===== src/rtl/rate_monotonic_tick_scheduler_macros.svh =====
// Assertion macros for the rate-monotonic tick scheduler.
// Used by the top level only; no dependencies.
`ifndef RATE_MONOTONIC_TICK_SCHEDULER_MACROS_SVH
`define RATE_MONOTONIC_TICK_SCHEDULER_MACROS_SVH
// implication checked every clock outside reset
`define RMS_ASSERT_IMP(label, clk, rst_n, a, c, msg) \
    label: assert property (@(posedge clk) disable iff (!rst_n) (a) |-> (c)) else $error(msg);
// next-cycle implication checked every clock outside reset
`define RMS_ASSERT_NXT(label, clk, rst_n, a, c, msg) \
    label: assert property (@(posedge clk) disable iff (!rst_n) (a) |=> (c)) else $error(msg);
`endif


===== src/rtl/rms_pkg.sv =====
// Package for the rate-monotonic tick scheduler: types and constants.
// No dependencies.
package rms_pkg;
    localparam int TAG_W = 8;
    localparam int PER_W = 16;
    localparam int TICK_W = 32;
    localparam logic [TICK_W-1:0] LAST_TICK_RST = 32'd1000;

    typedef enum logic [2:0] {
        ST_IDLE, ST_CHECK, ST_SCAN, ST_DISP, ST_OUT
    } t_state;

    // Per-tick command broadcast to every cell
    typedef struct packed {
        logic load;       // load this cell (slot match handled in cell)
        logic start;      // tick zero initialisation
        logic advance;    // release/countdown step of a normal tick
        logic charge_ok;  // running cell: charge it one unit
        logic clr_ready;  // clear ready of the selected cell
        logic set_ready;  // set ready of the preempted running cell
    } t_cell_cmd;

    // Candidate travelling along the chain
    typedef struct packed {
        logic             valid;
        logic [PER_W-1:0] period;
        logic [TAG_W-1:0] tag;
    } t_cand;
endpackage


===== src/rtl/rms_cell.sv =====
// One task slot of the scheduler chain: holds the slot state and passes the
// best-ready and violation candidates on to its neighbour. Uses rms_pkg.
module rms_cell #(
    parameter int IDX_W = 3
) (
    input  logic                    i_clk,
    input  logic                    i_rst_n,
    input  logic [IDX_W-1:0]        i_idx,
    input  rms_pkg::t_cell_cmd      i_cmd,
    input  logic                    i_sel,       // this slot addressed by load
    input  logic                    i_running,   // this slot is running (busy)
    input  logic                    i_dispatch,  // this slot is being dispatched
    input  logic [rms_pkg::TAG_W-1:0] i_tag,
    input  logic [rms_pkg::PER_W-1:0] i_period,
    input  logic [rms_pkg::PER_W-1:0] i_budget,
    input  rms_pkg::t_cand          i_best,      // best ready from lower slots
    input  logic [IDX_W-1:0]        i_best_idx,
    input  logic                    i_miss,      // violation found in lower slots
    input  logic [rms_pkg::TAG_W-1:0] i_miss_tag,
    output rms_pkg::t_cand          o_best,
    output logic [IDX_W-1:0]        o_best_idx,
    output logic                    o_miss,
    output logic [rms_pkg::TAG_W-1:0] o_miss_tag,
    output logic [rms_pkg::TAG_W-1:0] o_tag,
    output logic [rms_pkg::PER_W-1:0] o_period,
    output logic                    o_finish     // charge would complete budget
);
    import rms_pkg::*;

    logic             r_loaded, r_ready;
    logic [TAG_W-1:0] r_tag;
    logic [PER_W-1:0] r_period, r_budget, r_used, r_count;
    logic             edge_hit, pend, viol;
    logic [PER_W:0]   used_inc;

    assign edge_hit = r_loaded && (r_count <= PER_W'(1));
    assign pend     = r_ready || i_running;
    assign viol     = edge_hit && pend && (r_used < r_budget);
    assign used_inc = {1'b0, r_used} + (PER_W+1)'(1);
    assign o_finish = used_inc >= {1'b0, r_budget};
    assign o_tag    = r_tag;
    assign o_period = r_period;

    always_comb begin
        o_miss     = i_miss;
        o_miss_tag = i_miss_tag;
        if (!i_miss && viol) begin
            o_miss     = 1'b1;
            o_miss_tag = r_tag;
        end
        o_best     = i_best;
        o_best_idx = i_best_idx;
        if (r_ready && (!i_best.valid || r_period < i_best.period)) begin
            o_best     = '{valid: 1'b1, period: r_period, tag: r_tag};
            o_best_idx = i_idx;
        end
    end

    always_ff @(posedge i_clk) begin
        if (i_cmd.load && i_sel) begin
            r_tag    <= i_tag;
            r_period <= i_period;
            r_budget <= i_budget;
        end
    end

    always_ff @(posedge i_clk) begin
        if (!i_rst_n) begin
            r_loaded <= 1'b0;
            r_ready  <= 1'b0;
            r_used   <= '0;
            r_count  <= '0;
        end else if (i_cmd.load && i_sel) begin
            r_loaded <= 1'b1;
            r_ready  <= 1'b0;
            r_used   <= '0;
            r_count  <= i_period;
        end else if (i_cmd.start) begin
            r_ready <= r_loaded;
            r_used  <= '0;
            r_count <= r_period;
        end else if (i_cmd.advance) begin
            if (r_loaded) begin
                if (edge_hit) begin
                    r_count <= r_period;
                    if (!i_running) r_ready <= 1'b1;
                end else begin
                    r_count <= r_count - PER_W'(1);
                end
            end
        end else if (i_cmd.charge_ok && i_running) begin
            r_used <= o_finish ? '0 : used_inc[PER_W-1:0];
        end else begin
            if (i_cmd.clr_ready && i_dispatch) r_ready <= 1'b0;
            if (i_cmd.set_ready && i_running) r_ready <= 1'b1;
        end
    end
endmodule


===== src/rtl/rms_chain.sv =====
// Row of scheduler cells with the best-ready and violation chains between
// neighbours. Uses rms_pkg and rms_cell.
module rms_chain #(
    parameter int TASK_SLOTS = 8,
    parameter int IDX_W = 3
) (
    input  logic                      i_clk,
    input  logic                      i_rst_n,
    input  rms_pkg::t_cell_cmd        i_cmd,
    input  logic [2:0]                i_load_slot,
    input  logic                      i_busy,
    input  logic [IDX_W-1:0]          i_run_idx,
    input  logic [IDX_W-1:0]          i_disp_idx,
    input  logic [rms_pkg::TAG_W-1:0] i_tag,
    input  logic [rms_pkg::PER_W-1:0] i_period,
    input  logic [rms_pkg::PER_W-1:0] i_budget,
    output rms_pkg::t_cand            o_best,
    output logic [IDX_W-1:0]          o_best_idx,
    output logic                      o_miss,
    output logic [rms_pkg::TAG_W-1:0] o_miss_tag,
    output logic [rms_pkg::TAG_W-1:0] o_run_tag,
    output logic [rms_pkg::PER_W-1:0] o_run_period,
    output logic                      o_run_finish
);
    import rms_pkg::*;

    t_cand            best  [TASK_SLOTS+1];
    logic [IDX_W-1:0] bidx  [TASK_SLOTS+1];
    logic             miss  [TASK_SLOTS+1];
    logic [TAG_W-1:0] mtag  [TASK_SLOTS+1];
    logic [TAG_W-1:0] tags  [TASK_SLOTS];
    logic [PER_W-1:0] pers  [TASK_SLOTS];
    logic             fins  [TASK_SLOTS];

    assign best[0] = '0;
    assign bidx[0] = '0;
    assign miss[0] = 1'b0;
    assign mtag[0] = '0;

    for (genvar g = 0; g < TASK_SLOTS; g++) begin : g_cell
        rms_cell #(.IDX_W(IDX_W)) u_cell (
            .i_clk      (i_clk),
            .i_rst_n    (i_rst_n),
            .i_idx      (IDX_W'(g)),
            .i_cmd      (i_cmd),
            .i_sel      ({29'd0, i_load_slot} == 32'(g)),
            .i_running  (i_busy && i_run_idx == IDX_W'(g)),
            .i_dispatch (i_disp_idx == IDX_W'(g)),
            .i_tag      (i_tag),
            .i_period   (i_period),
            .i_budget   (i_budget),
            .i_best     (best[g]),
            .i_best_idx (bidx[g]),
            .i_miss     (miss[g]),
            .i_miss_tag (mtag[g]),
            .o_best     (best[g+1]),
            .o_best_idx (bidx[g+1]),
            .o_miss     (miss[g+1]),
            .o_miss_tag (mtag[g+1]),
            .o_tag      (tags[g]),
            .o_period   (pers[g]),
            .o_finish   (fins[g])
        );
    end

    assign o_best       = best[TASK_SLOTS];
    assign o_best_idx   = bidx[TASK_SLOTS];
    assign o_miss       = miss[TASK_SLOTS];
    assign o_miss_tag   = mtag[TASK_SLOTS];
    assign o_run_tag    = tags[i_run_idx];
    assign o_run_period = pers[i_run_idx];
    assign o_run_finish = fins[i_run_idx];
endmodule


===== src/rtl/rate_monotonic_tick_scheduler.sv =====
// Rate-monotonic tick scheduler for up to eight periodic tasks. A load transaction
// is taken on acceptance and loads may follow back to back. A tick transaction walks
// the row of slot cells in three steps (deadline check and release, charge of the
// running task, preemption and dispatch) and then registers its result.
// A halted tick, or one that flags a miss, skips the charge and dispatch steps.
// Input is blocked while a result waits for the receiver.
// Depends on rms_pkg, rms_chain, rms_cell and the assertion macro header.
module rate_monotonic_tick_scheduler #(
    parameter int TASK_SLOTS = 8
) (
    input  logic        i_clk,
    input  logic        i_rst_n,
    input  logic        i_cfg_we,
    input  logic [31:0] i_cfg_data,
    input  logic        i_valid,
    output logic        o_ready,
    input  logic        i_opcode,
    input  logic [2:0]  i_slot,
    input  logic [7:0]  i_task_tag,
    input  logic [15:0] i_task_period,
    input  logic [15:0] i_task_budget,
    output logic        o_valid,
    input  logic        i_ready,
    output logic [31:0] o_tick_now,
    output logic        o_finished_valid,
    output logic [7:0]  o_finished_tag,
    output logic        o_dispatch_valid,
    output logic [7:0]  o_dispatch_tag,
    output logic        o_miss_valid,
    output logic [7:0]  o_miss_tag,
    output logic        o_halted
);
    import rms_pkg::*;
`include "rate_monotonic_tick_scheduler_macros.svh"

    localparam int IDX_W = (TASK_SLOTS > 1) ? $clog2(TASK_SLOTS) : 1;

    t_state           r_state, n_state;
    logic [31:0]      r_last;
    logic             r_busy, r_stopped;
    logic [IDX_W-1:0] r_run;
    logic [31:0]      r_tick;
    logic             r_start;
    logic             r_fin_v, r_dsp_v, r_miss_v, r_halt;
    logic [7:0]       r_fin_t, r_dsp_t, r_miss_t;
    logic [31:0]      r_tnow;
    logic             r_ovalid;

    t_cell_cmd        cmd;
    t_cand            best;
    logic [IDX_W-1:0] best_idx;
    logic             miss;
    logic [7:0]       miss_tag, run_tag;
    logic [15:0]      run_per;
    logic             run_fin;
    logic             acc, load_acc, tick_acc, slot_ok;

    assign acc      = i_valid && o_ready;
    assign load_acc = acc && !i_opcode;
    assign tick_acc = acc && i_opcode;
    assign slot_ok  = {29'd0, i_slot} < 32'(TASK_SLOTS);

    always_comb begin
        n_state = r_state;
        unique case (r_state)
            ST_IDLE:  if (tick_acc) n_state = ST_CHECK;
            ST_CHECK: n_state = (r_halt || miss) ? ST_OUT : ST_SCAN;
            ST_SCAN:  n_state = ST_DISP;
            ST_DISP:  n_state = ST_OUT;
            ST_OUT:   if (!r_ovalid || i_ready) n_state = ST_IDLE;
            default:  n_state = ST_IDLE;
        endcase
    end

    always_comb begin
        o_ready = (r_state == ST_IDLE) && !r_ovalid;
        cmd = '0;
        cmd.load = load_acc && slot_ok;
        unique case (r_state)
            ST_CHECK: begin
                cmd.start   = !r_halt && r_start;
                cmd.advance = !r_halt && !r_start && !miss;
            end
            ST_SCAN:  cmd.charge_ok = !r_start && r_busy;
            ST_DISP:  begin
                cmd.clr_ready = 1'b1;
                cmd.set_ready = 1'b0;
            end
            default: ;
        endcase
    end

    // preempt decision taken in ST_DISP; the preempted slot's ready is set
    // through set_ready in the same cycle the new one is cleared
    logic preempt, disp_now;
    always_comb begin
        preempt  = r_busy && best.valid && best.period < run_per;
        disp_now = best.valid && (!r_busy || preempt);
    end

    t_cell_cmd cmd_x;
    always_comb begin
        cmd_x = cmd;
        if (r_state == ST_DISP) begin
            cmd_x.clr_ready = disp_now;
            cmd_x.set_ready = disp_now && r_busy;
        end
    end

    rms_chain #(.TASK_SLOTS(TASK_SLOTS), .IDX_W(IDX_W)) u_chain (
        .i_clk        (i_clk),
        .i_rst_n      (i_rst_n),
        .i_cmd        (cmd_x),
        .i_load_slot  (i_slot),
        .i_busy       (r_busy),
        .i_run_idx    (r_run),
        .i_disp_idx   (best_idx),
        .i_tag        (i_task_tag),
        .i_period     (i_task_period),
        .i_budget     (i_task_budget),
        .o_best       (best),
        .o_best_idx   (best_idx),
        .o_miss       (miss),
        .o_miss_tag   (miss_tag),
        .o_run_tag    (run_tag),
        .o_run_period (run_per),
        .o_run_finish (run_fin)
    );

    always_ff @(posedge i_clk) begin
        if (!i_rst_n) begin
            r_state   <= ST_IDLE;
            r_last    <= LAST_TICK_RST;
            r_busy    <= 1'b0;
            r_run     <= '0;
            r_tick    <= '0;
            r_stopped <= 1'b0;
            r_start   <= 1'b0;
            r_ovalid  <= 1'b0;
            r_fin_v   <= 1'b0;
            r_dsp_v   <= 1'b0;
            r_miss_v  <= 1'b0;
            r_halt    <= 1'b0;
            r_fin_t   <= '0;
            r_dsp_t   <= '0;
            r_miss_t  <= '0;
            r_tnow    <= '0;
        end else begin
            r_state <= n_state;
            if (i_cfg_we) r_last <= i_cfg_data;
            if (o_valid && i_ready) r_ovalid <= 1'b0;
            if (load_acc && slot_ok && r_busy && {29'd0, i_slot} == 32'(r_run))
                r_busy <= 1'b0;
            unique case (r_state)
                ST_IDLE: if (tick_acc) begin
                    r_tnow   <= r_tick;
                    r_start  <= r_tick == 32'd0;
                    r_halt   <= r_stopped || r_tick > r_last;
                    r_fin_v  <= 1'b0;
                    r_dsp_v  <= 1'b0;
                    r_miss_v <= 1'b0;
                    r_fin_t  <= '0;
                    r_dsp_t  <= '0;
                    r_miss_t <= '0;
                end
                ST_CHECK: begin
                    if (!r_halt && r_start) r_busy <= 1'b0;
                    if (!r_halt && !r_start && miss) begin
                        r_stopped <= 1'b1;
                        r_miss_v  <= 1'b1;
                        r_miss_t  <= miss_tag;
                        r_halt    <= 1'b1;
                    end
                end
                ST_SCAN: if (!r_start && r_busy && run_fin) begin
                    r_busy  <= 1'b0;
                    r_fin_v <= 1'b1;
                    r_fin_t <= run_tag;
                end
                ST_DISP: begin
                    if (disp_now) begin
                        r_busy  <= 1'b1;
                        r_run   <= best_idx;
                        r_dsp_v <= 1'b1;
                        r_dsp_t <= best.tag;
                    end
                    if (r_tick == 32'hFFFF_FFFF) r_stopped <= 1'b1;
                    else r_tick <= r_tick + 32'd1;
                end
                ST_OUT: if (!r_ovalid || i_ready) r_ovalid <= 1'b1;
                default: ;
            endcase
        end
    end

    assign o_valid          = r_ovalid && r_state == ST_IDLE;
    assign o_tick_now       = r_tnow;
    assign o_finished_valid = r_fin_v;
    assign o_finished_tag   = r_fin_t;
    assign o_dispatch_valid = r_dsp_v;
    assign o_dispatch_tag   = r_dsp_t;
    assign o_miss_valid     = r_miss_v;
    assign o_miss_tag       = r_miss_t;
    assign o_halted         = r_halt;

    `RMS_ASSERT_IMP(a_miss_halts, i_clk, i_rst_n, o_valid && o_miss_valid, o_halted, "miss without halt")
    `RMS_ASSERT_IMP(a_halt_quiet, i_clk, i_rst_n, o_valid && o_halted, !o_finished_valid && !o_dispatch_valid, "activity on halted tick")
    `RMS_ASSERT_NXT(a_disp_busy, i_clk, i_rst_n, r_state == ST_DISP && disp_now, r_busy && r_run == $past(best_idx), "dispatch lost")
    `RMS_ASSERT_IMP(a_no_accept_busy, i_clk, i_rst_n, r_state != ST_IDLE, !o_ready, "accept while working")
endmodule


===== config.mk =====
export PLATFORM = sky130hd
export DESIGN_NAME = rate_monotonic_tick_scheduler
export DESIGN_NICKNAME = d
export VERILOG_FILES = /design/src/rtl/rms_pkg.sv /design/src/rtl/rms_cell.sv /design/src/rtl/rms_chain.sv /design/src/rtl/rate_monotonic_tick_scheduler.sv
export VERILOG_INCLUDE_DIRS = /design/src /design/src/rtl
export SDC_FILE = /design/constraint.sdc
export NUM_CORES = 2
export LEC_CHECK = 0
export BUFFER_PORTS_ARGS = -buffer_cell sky130_fd_sc_hd__buf_2
export CAP_MARGIN = 0
export CELL_PAD_IN_SITES_DETAIL_PLACEMENT = 1
export CELL_PAD_IN_SITES_GLOBAL_PLACEMENT = 1
export CORE_MARGIN = 2
export CORE_UTILIZATION = 42
export DETAILED_ROUTE_END_ITERATION = 10
export PLACE_DENSITY = 0.77
export RECOVER_POWER = 25
export SLEW_MARGIN = 30
export SYNTH_ARGS = -nofsm -noshare
export SYNTH_HDL_FRONTEND = slang
export SYNTH_SLANG_ARGS = --single-unit

===== constraint.sdc =====
create_clock -name i_clk -period 26.6 [get_ports i_clk]
set_input_delay 2.66 -clock i_clk [delete_from_list [all_inputs] [get_ports i_clk]]
set_output_delay 2.66 -clock i_clk [all_outputs]
set_load 0.01 [all_outputs]

# --- Word-level counts from Yosys, hierarchy flattened ---
# Index checks and enable logic that the tools add are counted.
totals:
  register_bits: 726
  word_cells: 593
classes:
  n_mux: 185
  n_eq_ne: 65
  n_lt_le_gt_ge: 34
  bitwise: 4
  reduce_logical: 216
  addsub: 17
op_table:
  columns: ["op", "n"]
  rows:
  - ["$mux W16", 50]
  - ["$lt A16 B16 Y1", 16]
  - ["$mux W25", 8]
  - ["$add A16 B1 Y17 const B", 8]
  - ["$ge A17 B16 Y1", 8]
  - ["$le A16 B1 Y1 const B", 8]
  - ["$sub A16 B1 Y16 const B", 8]
  - ["$mux W8", 14]
  - ["$logic_and A1 B1 Y1", 96]
  - ["$mux W1", 89]
  - ["$bmux W16 S3", 1]
  - ["$ne A3 B1 Y1 const B", 16]
  - ["$ne A3 B3 Y1 const B", 16]
  - ["$pmux W8 S2", 3]
  - ["$reduce_bool A3 Y1", 16]
  - ["$reduce_and A2 Y1", 20]
  - ["$reduce_and A5 Y1", 8]
  - ["$eq A3 B3 Y1 const B", 13]
  - ["$add A32 B1 Y32 const B", 1]
  - ["$eq A32 B32 Y1 const B", 1]
  - ["$gt A32 B32 Y1", 1]
  - ["$logic_not A32 Y1", 1]
  - ["$reduce_bool A4 Y1", 8]
  - ["$mux W3", 9]
  - ["21 further kinds", 102]

# --- Logic depth before layout (Yosys ltp) ---
depth:
  depth_word: 41
  mapped_depth: 108
  mapped_depth_nobuf: 90

# --- By module ---
# From an unflattened synthesis, not the netlist that was laid out.
unflattened:
  hier_cells: 5125
  hier_area_um2: 48691.7
by_module_without_submodules:
  columns: ["module", "cells_each", "n_inst", "area_per_inst_um2"]
  rows:
  - ["rms_cell", 518, 8, 5009.8]
  - ["rate_monotonic_tick_scheduler", 771, 1, 6785.3]
  - ["rms_chain", 210, 1, 1828.0]

# --- Worst setup path after synthesis ---
# Ideal clock, no wire load.
synth_path:
  path_kind: "reg2reg"
  start: "register u_chain.g_cell[0].u_cell.r_ready"
  end: "register r_dsp_t[3], in the netlist o_dispatch_tag[3]"
  t_arrival_ns: 20.196
  path_buffers: 19
  path_slack_ns: 6.289
  synth_period_minus_slack_ns: 20.311
  required_time_ns: 26.485
  stages_incl_launch_ff: 103
  path_cell_list: "dfxtp_1 -> clkbuf_1 -> buf_1 -> nand2_1 -> ha_1 -> a41oi_1 -> o21ai_0 -> a22oi_1 -> a21bo_2 -> and2_1 -> clkbuf_1 -> buf_1 -> a21oi_1 -> ha_1 -> nand4_1 -> nor4_1 -> o211ai_1 -> nand3_1 -> [67 not listed] -> buf_1 -> nand2_1 -> o21ai_0 -> ha_1 -> a21o_1 -> a21o_1 -> a21o_1 -> a21oi_1 -> nor2b_1 -> o21ai_0 -> nand2b_1 -> a211o_1 -> a311oi_1 -> clkbuf_1 -> a21oi_2 -> buf_2 -> and3_1 -> o21a_1"
synth_between:
  elab_chain_len: 35
  elab_cells_between_ends: 45
synth_lines:
  columns: ["element", "line", "source"]
  rows:
  - ["start: declaration", "rms_cell.sv:30", "logic r_loaded, r_ready;"]
  - ["start signal: assignment", "rms_cell.sv:79", "r_ready <= r_loaded;"]
  - ["$mux W25 (*)", "rms_cell.sv:53", "if (r_ready && (!i_best.valid || r_period < i_best.period)) begin"]
  - ["$lt A16 B16 Y1 / $logic_not A1 Y1 (equally long branches)", "rms_cell.sv:53", null]
  - ["$logic_or A1 B1 Y1", "rms_cell.sv:53", null]
  - ["$logic_and A1 B1 Y1", "rms_cell.sv:53", null]
  - ["$mux W25 (*)", "rms_cell.sv:53", null]
  - ["$lt A16 B16 Y1 / $logic_not A1 Y1 (equally long branches)", "rms_cell.sv:53", null]
  - ["$logic_or A1 B1 Y1", "rms_cell.sv:53", null]
  - ["$logic_and A1 B1 Y1", "rms_cell.sv:53", null]
  - ["[19 not listed]", null, null]
  - ["$logic_and A1 B1 Y1", "rms_cell.sv:53", null]
  - ["$mux W25 (*)", "rms_cell.sv:53", null]
  - ["$lt A16 B16 Y1 / $logic_and A1 B1 Y1 (equally long branches)", "rate_monotonic_tick_scheduler.sv:97", "preempt = r_busy && best.valid && best.period < run_per;"]
  - ["$logic_and A1 B1 Y1", "rate_monotonic_tick_scheduler.sv:97", null]
  - ["$logic_or A1 B1 Y1", "rate_monotonic_tick_scheduler.sv:98", "disp_now = best.valid && (!r_busy || preempt);"]
  - ["$logic_and A1 B1 Y1", "rate_monotonic_tick_scheduler.sv:98", null]
  - ["$ne A2 B2 Y1 (no line)", null, null]
  - ["$reduce_and A3 Y1 (no line)", null, null]
  - ["end signal: assignment", "rate_monotonic_tick_scheduler.sv:185", "r_dsp_t <= best.tag;"]
  - ["end: declaration", "rate_monotonic_tick_scheduler.sv:45", "logic [7:0] r_fin_t, r_dsp_t, r_miss_t;"]
# Mark *: on every way between the ends. The rest lies on a longest branch, timed or not. The select of a mux whose other input is x is not followed.
# A chain may end at the register's enable or synchronous reset.

# --- Worst setup path in the final report ---
layout_path:
  start: "register u_chain.g_cell[0].u_cell.r_ready"
  end: "register u_chain.g_cell[0].u_cell.r_ready"
layout_between:
  elab_chain_len: 40
  elab_cells_between_ends: 91
layout_lines:
  columns: ["element", "line", "source"]
  rows:
  - ["$mux W25", "rms_cell.sv:53", null]
  - ["$lt A16 B16 Y1 / $logic_not A1 Y1 (equally long branches)", "rms_cell.sv:53", null]
  - ["$logic_or A1 B1 Y1", "rms_cell.sv:53", null]
  - ["$logic_and A1 B1 Y1", "rms_cell.sv:53", null]
  - ["$mux W25", "rms_cell.sv:53", null]
  - ["$lt A16 B16 Y1 / $logic_not A1 Y1 (equally long branches)", "rms_cell.sv:53", null]
  - ["$logic_or A1 B1 Y1", "rms_cell.sv:53", null]
  - ["$logic_and A1 B1 Y1", "rms_cell.sv:53", null]
  - ["[24 not listed]", null, null]
  - ["$logic_and A1 B1 Y1", "rate_monotonic_tick_scheduler.sv:98", null]
  - ["$logic_and A1 B1 Y1", "rate_monotonic_tick_scheduler.sv:106", "cmd_x.set_ready = disp_now && r_busy;"]
  - ["$mux W2", "rate_monotonic_tick_scheduler.sv:104", "if (r_state == ST_DISP) begin"]
  - ["$logic_and A1 B1 Y1", "rms_cell.sv:95", "if (i_cmd.set_ready && i_running) r_ready <= 1'b1;"]
  - ["$mux W1", "rms_cell.sv:95", null]
  - ["$mux W1", "rms_cell.sv:91", "end else if (i_cmd.charge_ok && i_running) begin"]
  - ["$mux W1", "rms_cell.sv:82", "end else if (i_cmd.advance) begin"]
  - ["$mux W1", "rms_cell.sv:78", "end else if (i_cmd.start) begin"]
# Parallel ways exist; a longest one is shown, timed or not. The select of a mux whose other input is x is not followed.

==> flow_summary.yaml <==
global_route:
  grt_antenna_before_repair: 11
  grt_max_degree: 75
  grt_pass1_vias: 41000
  overflow: 0
  grt_usage_pct: 28.1
  grt_pass1_wl_um: 245000
cts:
  cts_buffers: 87
  cts_buffer_depth: 3
  hold_buffers: 0
  cts_tree: "built"
  path_clk_slew_ns: 0.06
  cts_max_level: 3
  cts_resized: 0
  clk_latency_ns: 0.68
  post_cts.repair.setup_buffers: 0
  cts_sinks: 726
  cts-root-buf: "clkbuf_16"
sta:
  worstMarginPinSlew_ns: 1.55
  slew_viol_final: 34
  setup_violations: 0
  skew_ns: 0.0362
  hold_viol_final: 0
  relSlewSlack_pct: -3.11
  max_freq_mhz: 42.1
  rsz0062_at_grt: "false"
  final.min_clock_period_ns: 23.75
  fin_crit_sh_pct: 89.3
  hold_slack_ns: 0.454
  setup_tns_ns: 0
synthesis:
  synthTopCellsByArea: "edfxtp_1 (21%), dfxtp_1 (18%), ha_1 (12%)"
  synth.yosys.seq_area_share_pct: 38.8
  synth-edff-count: 320
  async_flop_share_pct: 0
  netlist.area_leader.share_pct: 21.0
  synthCells: 5038
  yosysUniqueCellTypes: 85
  synth_common_cells: "nor2_1 (642), ha_1 (433), a21oi_1 (419), dfxtp_1 (406), nand2_1 (362)"
  yosys_warnings: 0
  synth_seq_cells: 726
  syn_area_sq_um: 45700
  synth_largest_area_cell: "edfxtp_1"
  synth_ff_type: "dfxtp_1"
  avgSynthCellArea_sq_um: 9.08
  syn-num-nets: 5552
  synth.most_common_cell: "nor2_1"
status:
  violations: "max-capacitance violations, max-slew violations"
  status: "finished with violations"
detailed_routing:
  wl_met1_um: 69300
  drt_iter0_markers: 3072
  wl_met3_um: 9440
  wl_um: 160000
  vias: 40000
  wl_met2_um: 73900
  dr.pass1.iters: 5
  top_layer: "met5"
  detail-route-antenna-nets: 0
  drc: 0
  routedWlPerCell_um: 24.4
  routed_via_density: 6.10
final_layout:
  area_growth_pct: 10.8
  final_area_sq_um: 50700
  num-nets-final: 5576
  drive_above_1_share_pct: 8.67
  fin_util_pct: 46.8
pwr:
  power.share.combinational_pct: 21.1
  swShare_pct: 30.0
  p_int_mw: 2.20
  p_switching_uw: 941
  pwr-share-seq_pct: 38.9
  power.density_cell_area_nw_per_um2: 61.9
  ir_drop_v: 0.0000624
  p_clk_share_pct: 40.1
  power.leakage_nw: 20.9
die:
  core-area_sq_um: 108000
  start_util_pct: 42.2
  fp.dieW_um: 334
  num_rows: 121
  die_area_sq_um: 112000
  die_h_um: 334
  io_pins: 143
hold_path:
  min_delay_worst_endpoint: "o_tick_now[3]$_SDFFE_PN0P_"
  holdPathStages: 2
  hold_path.class: "reg2reg"
  worstHoldStart: "o_tick_now[3]$_SDFFE_PN0P_"
critical_path:
  rr_worst_depth: 88
  rr_startpoint: "u_chain.g_cell[0].u_cell.r_ready$_SDFFE_PP0P_"
  crit_top_cell: "a21o_1"
  path_max_fanout: 48
  crit_arrival_ns: 24.28
  cp-start-kind: "flip-flop"
  required_ns: 27.13
  critPathMaxStageDelay_ns: 0.85
  crit_buf_inv: 7
  crit_type: "reg2reg"
  cp-end-kind: "flip-flop"
  r2r_slack_ns: 2.85
  r2r-end: "u_chain.g_cell[0].u_cell.r_ready$_SDFFE_PP0P_"
  critPathSlowestCell: "a2111oi_0"
  critPathTopFamily: "compound AO/OA/AOI/OAI gates"
placed_design:
  io_buffer_count: 142
  gp_congestion: 0.959
  dp_hpwl_um: 116000
  placed_area_sq_um: 47700
run:
  maxCapViolCount: 3
layout by cell type (no fill, tap or decap), types with 14 or more instances in the layout:
master and n:
a211oi_1 236, a21o_1 67, a21oi_1 419, a22oi_1 17
a311oi_1 22, a31oi_1 23, and3_1 109, and4_1 15
buf_2 104, buf_4 48, clkbuf_1 51, clkbuf_16 88
clkinv_2 19, dfxtp_1 404, edfxtp_1 320, ha_1 433
inv_1 242, mux2_2 25, mux2i_1 75, mux4_2 48
nand2_1 362, nand2b_1 28, nand3_1 129, nand3b_1 87
nand4_1 62, nor2_1 627, nor2b_1 55, nor3_1 58
nor3b_1 23, nor4_1 55, o2111ai_1 14, o211ai_1 32
o21a_1 94, o21ai_0 209, or2_2 15, xnor2_1 114
xor2_1 127
power groups by stage:
stage                     combinational [mW]  sequential (mW)  clock, mW
final                                  0.661             1.22       1.26
after detailed placement               0.644             1.24          0
after global routing                   0.736             1.22       1.32
after floorplan                        0.482             1.23          0
after CTS                              0.653             1.22       1.28
after global placement                 0.629             1.24          0
layout make-up:
type / instances / area (sq um)
sequential: 726 / 17700
antenna: 7 / 17.5
timing repair buffer: 193 / 1080
inverter: 251 / 950
multi-input combinational: 3803 / 26200
tap: 1414 / 1770
fill: 12500 / 57700
clock buffer: 114 / 2420
clock inverter: 48 / 541
registers in the layout, indices dropped and copies added, names as in the netlist, 32 cells and up:
register,cells
o_tick_now,32
r_last,32
r_tick,32
u_chain.g_cell.u_cell.o_period,128
u_chain.g_cell.u_cell.o_tag,64
u_chain.g_cell.u_cell.r_budget,128
u_chain.g_cell.u_cell.r_count,128
u_chain.g_cell.u_cell.r_used,128
metal layers:
| metal | vias up | track usage, % |
|---|---|---|
| li1 | 18500 | - |
| met1 | 20100 | 37.1 |
| met2 | 1127 | 46.2 |
| met3 | 330 | 4.06 |
| met4 | 2 | 11.8 |
| met5 | - | 0 |
stage by stage:
stage               setup WS, ns  std cells  total power [mW]
floorplan                   6.29       5038              1.71
global placement            4.01       6386              1.87
detailed placement          3.30       6386              1.89
CTS                         3.16       6548              3.15
global route               0.811       6550              3.27
finish                      2.85       6556              3.14
worst reg2reg max path: cells and delay by family (launching register included):
family / cells / cell delay, ns
buffers and inverters: 7 / 1.49
adder cells (fa/ha/maj): 8 / 2.50
multiplexers: 2 / 0.69
AND/OR/NAND/NOR: 24 / 6.82
AO/OA/AOI/OAI: 47 / 11.32
flip-flops: 1 / 0.81
how the worst max path moves through the flow:
stage,startpoint,end,slack (ns),cells past startpoint
5_1_grt,u_chain.g_cell[0].u_cell.r_ready$_SDFFE_PP0P_,u_chain.g_cell[0].u_cell.r_ready$_SDFFE_PP0P_,0.81,90
2_1_floorplan,u_chain.g_cell[0].u_cell.r_ready$_SDFFE_PP0P_,o_dispatch_tag[3]$_SDFFE_PN0P_,6.29,102
6_report,u_chain.g_cell[0].u_cell.r_ready$_SDFFE_PP0P_,u_chain.g_cell[0].u_cell.r_ready$_SDFFE_PP0P_,2.85,88
3_5_place_dp,u_chain.g_cell[0].u_cell.r_ready$_SDFFE_PP0P_,u_chain.g_cell[0].u_cell.r_ready$_SDFFE_PP0P_,3.30,87
4_1_cts,u_chain.g_cell[0].u_cell.r_ready$_SDFFE_PP0P_,u_chain.g_cell[0].u_cell.r_ready$_SDFFE_PP0P_,3.16,87
3_3_place_gp,u_chain.g_cell[0].u_cell.r_ready$_SDFFE_PP0P_,u_chain.g_cell[0].u_cell.r_ready$_SDFFE_PP0P_,4.01,87
cell families after synthesis:
group	Yosys count	share of synthesized area [%]
adder cells (fa/ha/maj)	433	11.8
AND/OR/NAND/NOR	1697	17.9
flip-flops	726	38.8
multiplexers	148	4.62
AO/OA/AOI/OAI	1284	18.0
XOR/XNOR	241	4.62
buffers and inverters	509	4.24
No activity file was read; power rests on OpenSTA's default activity.
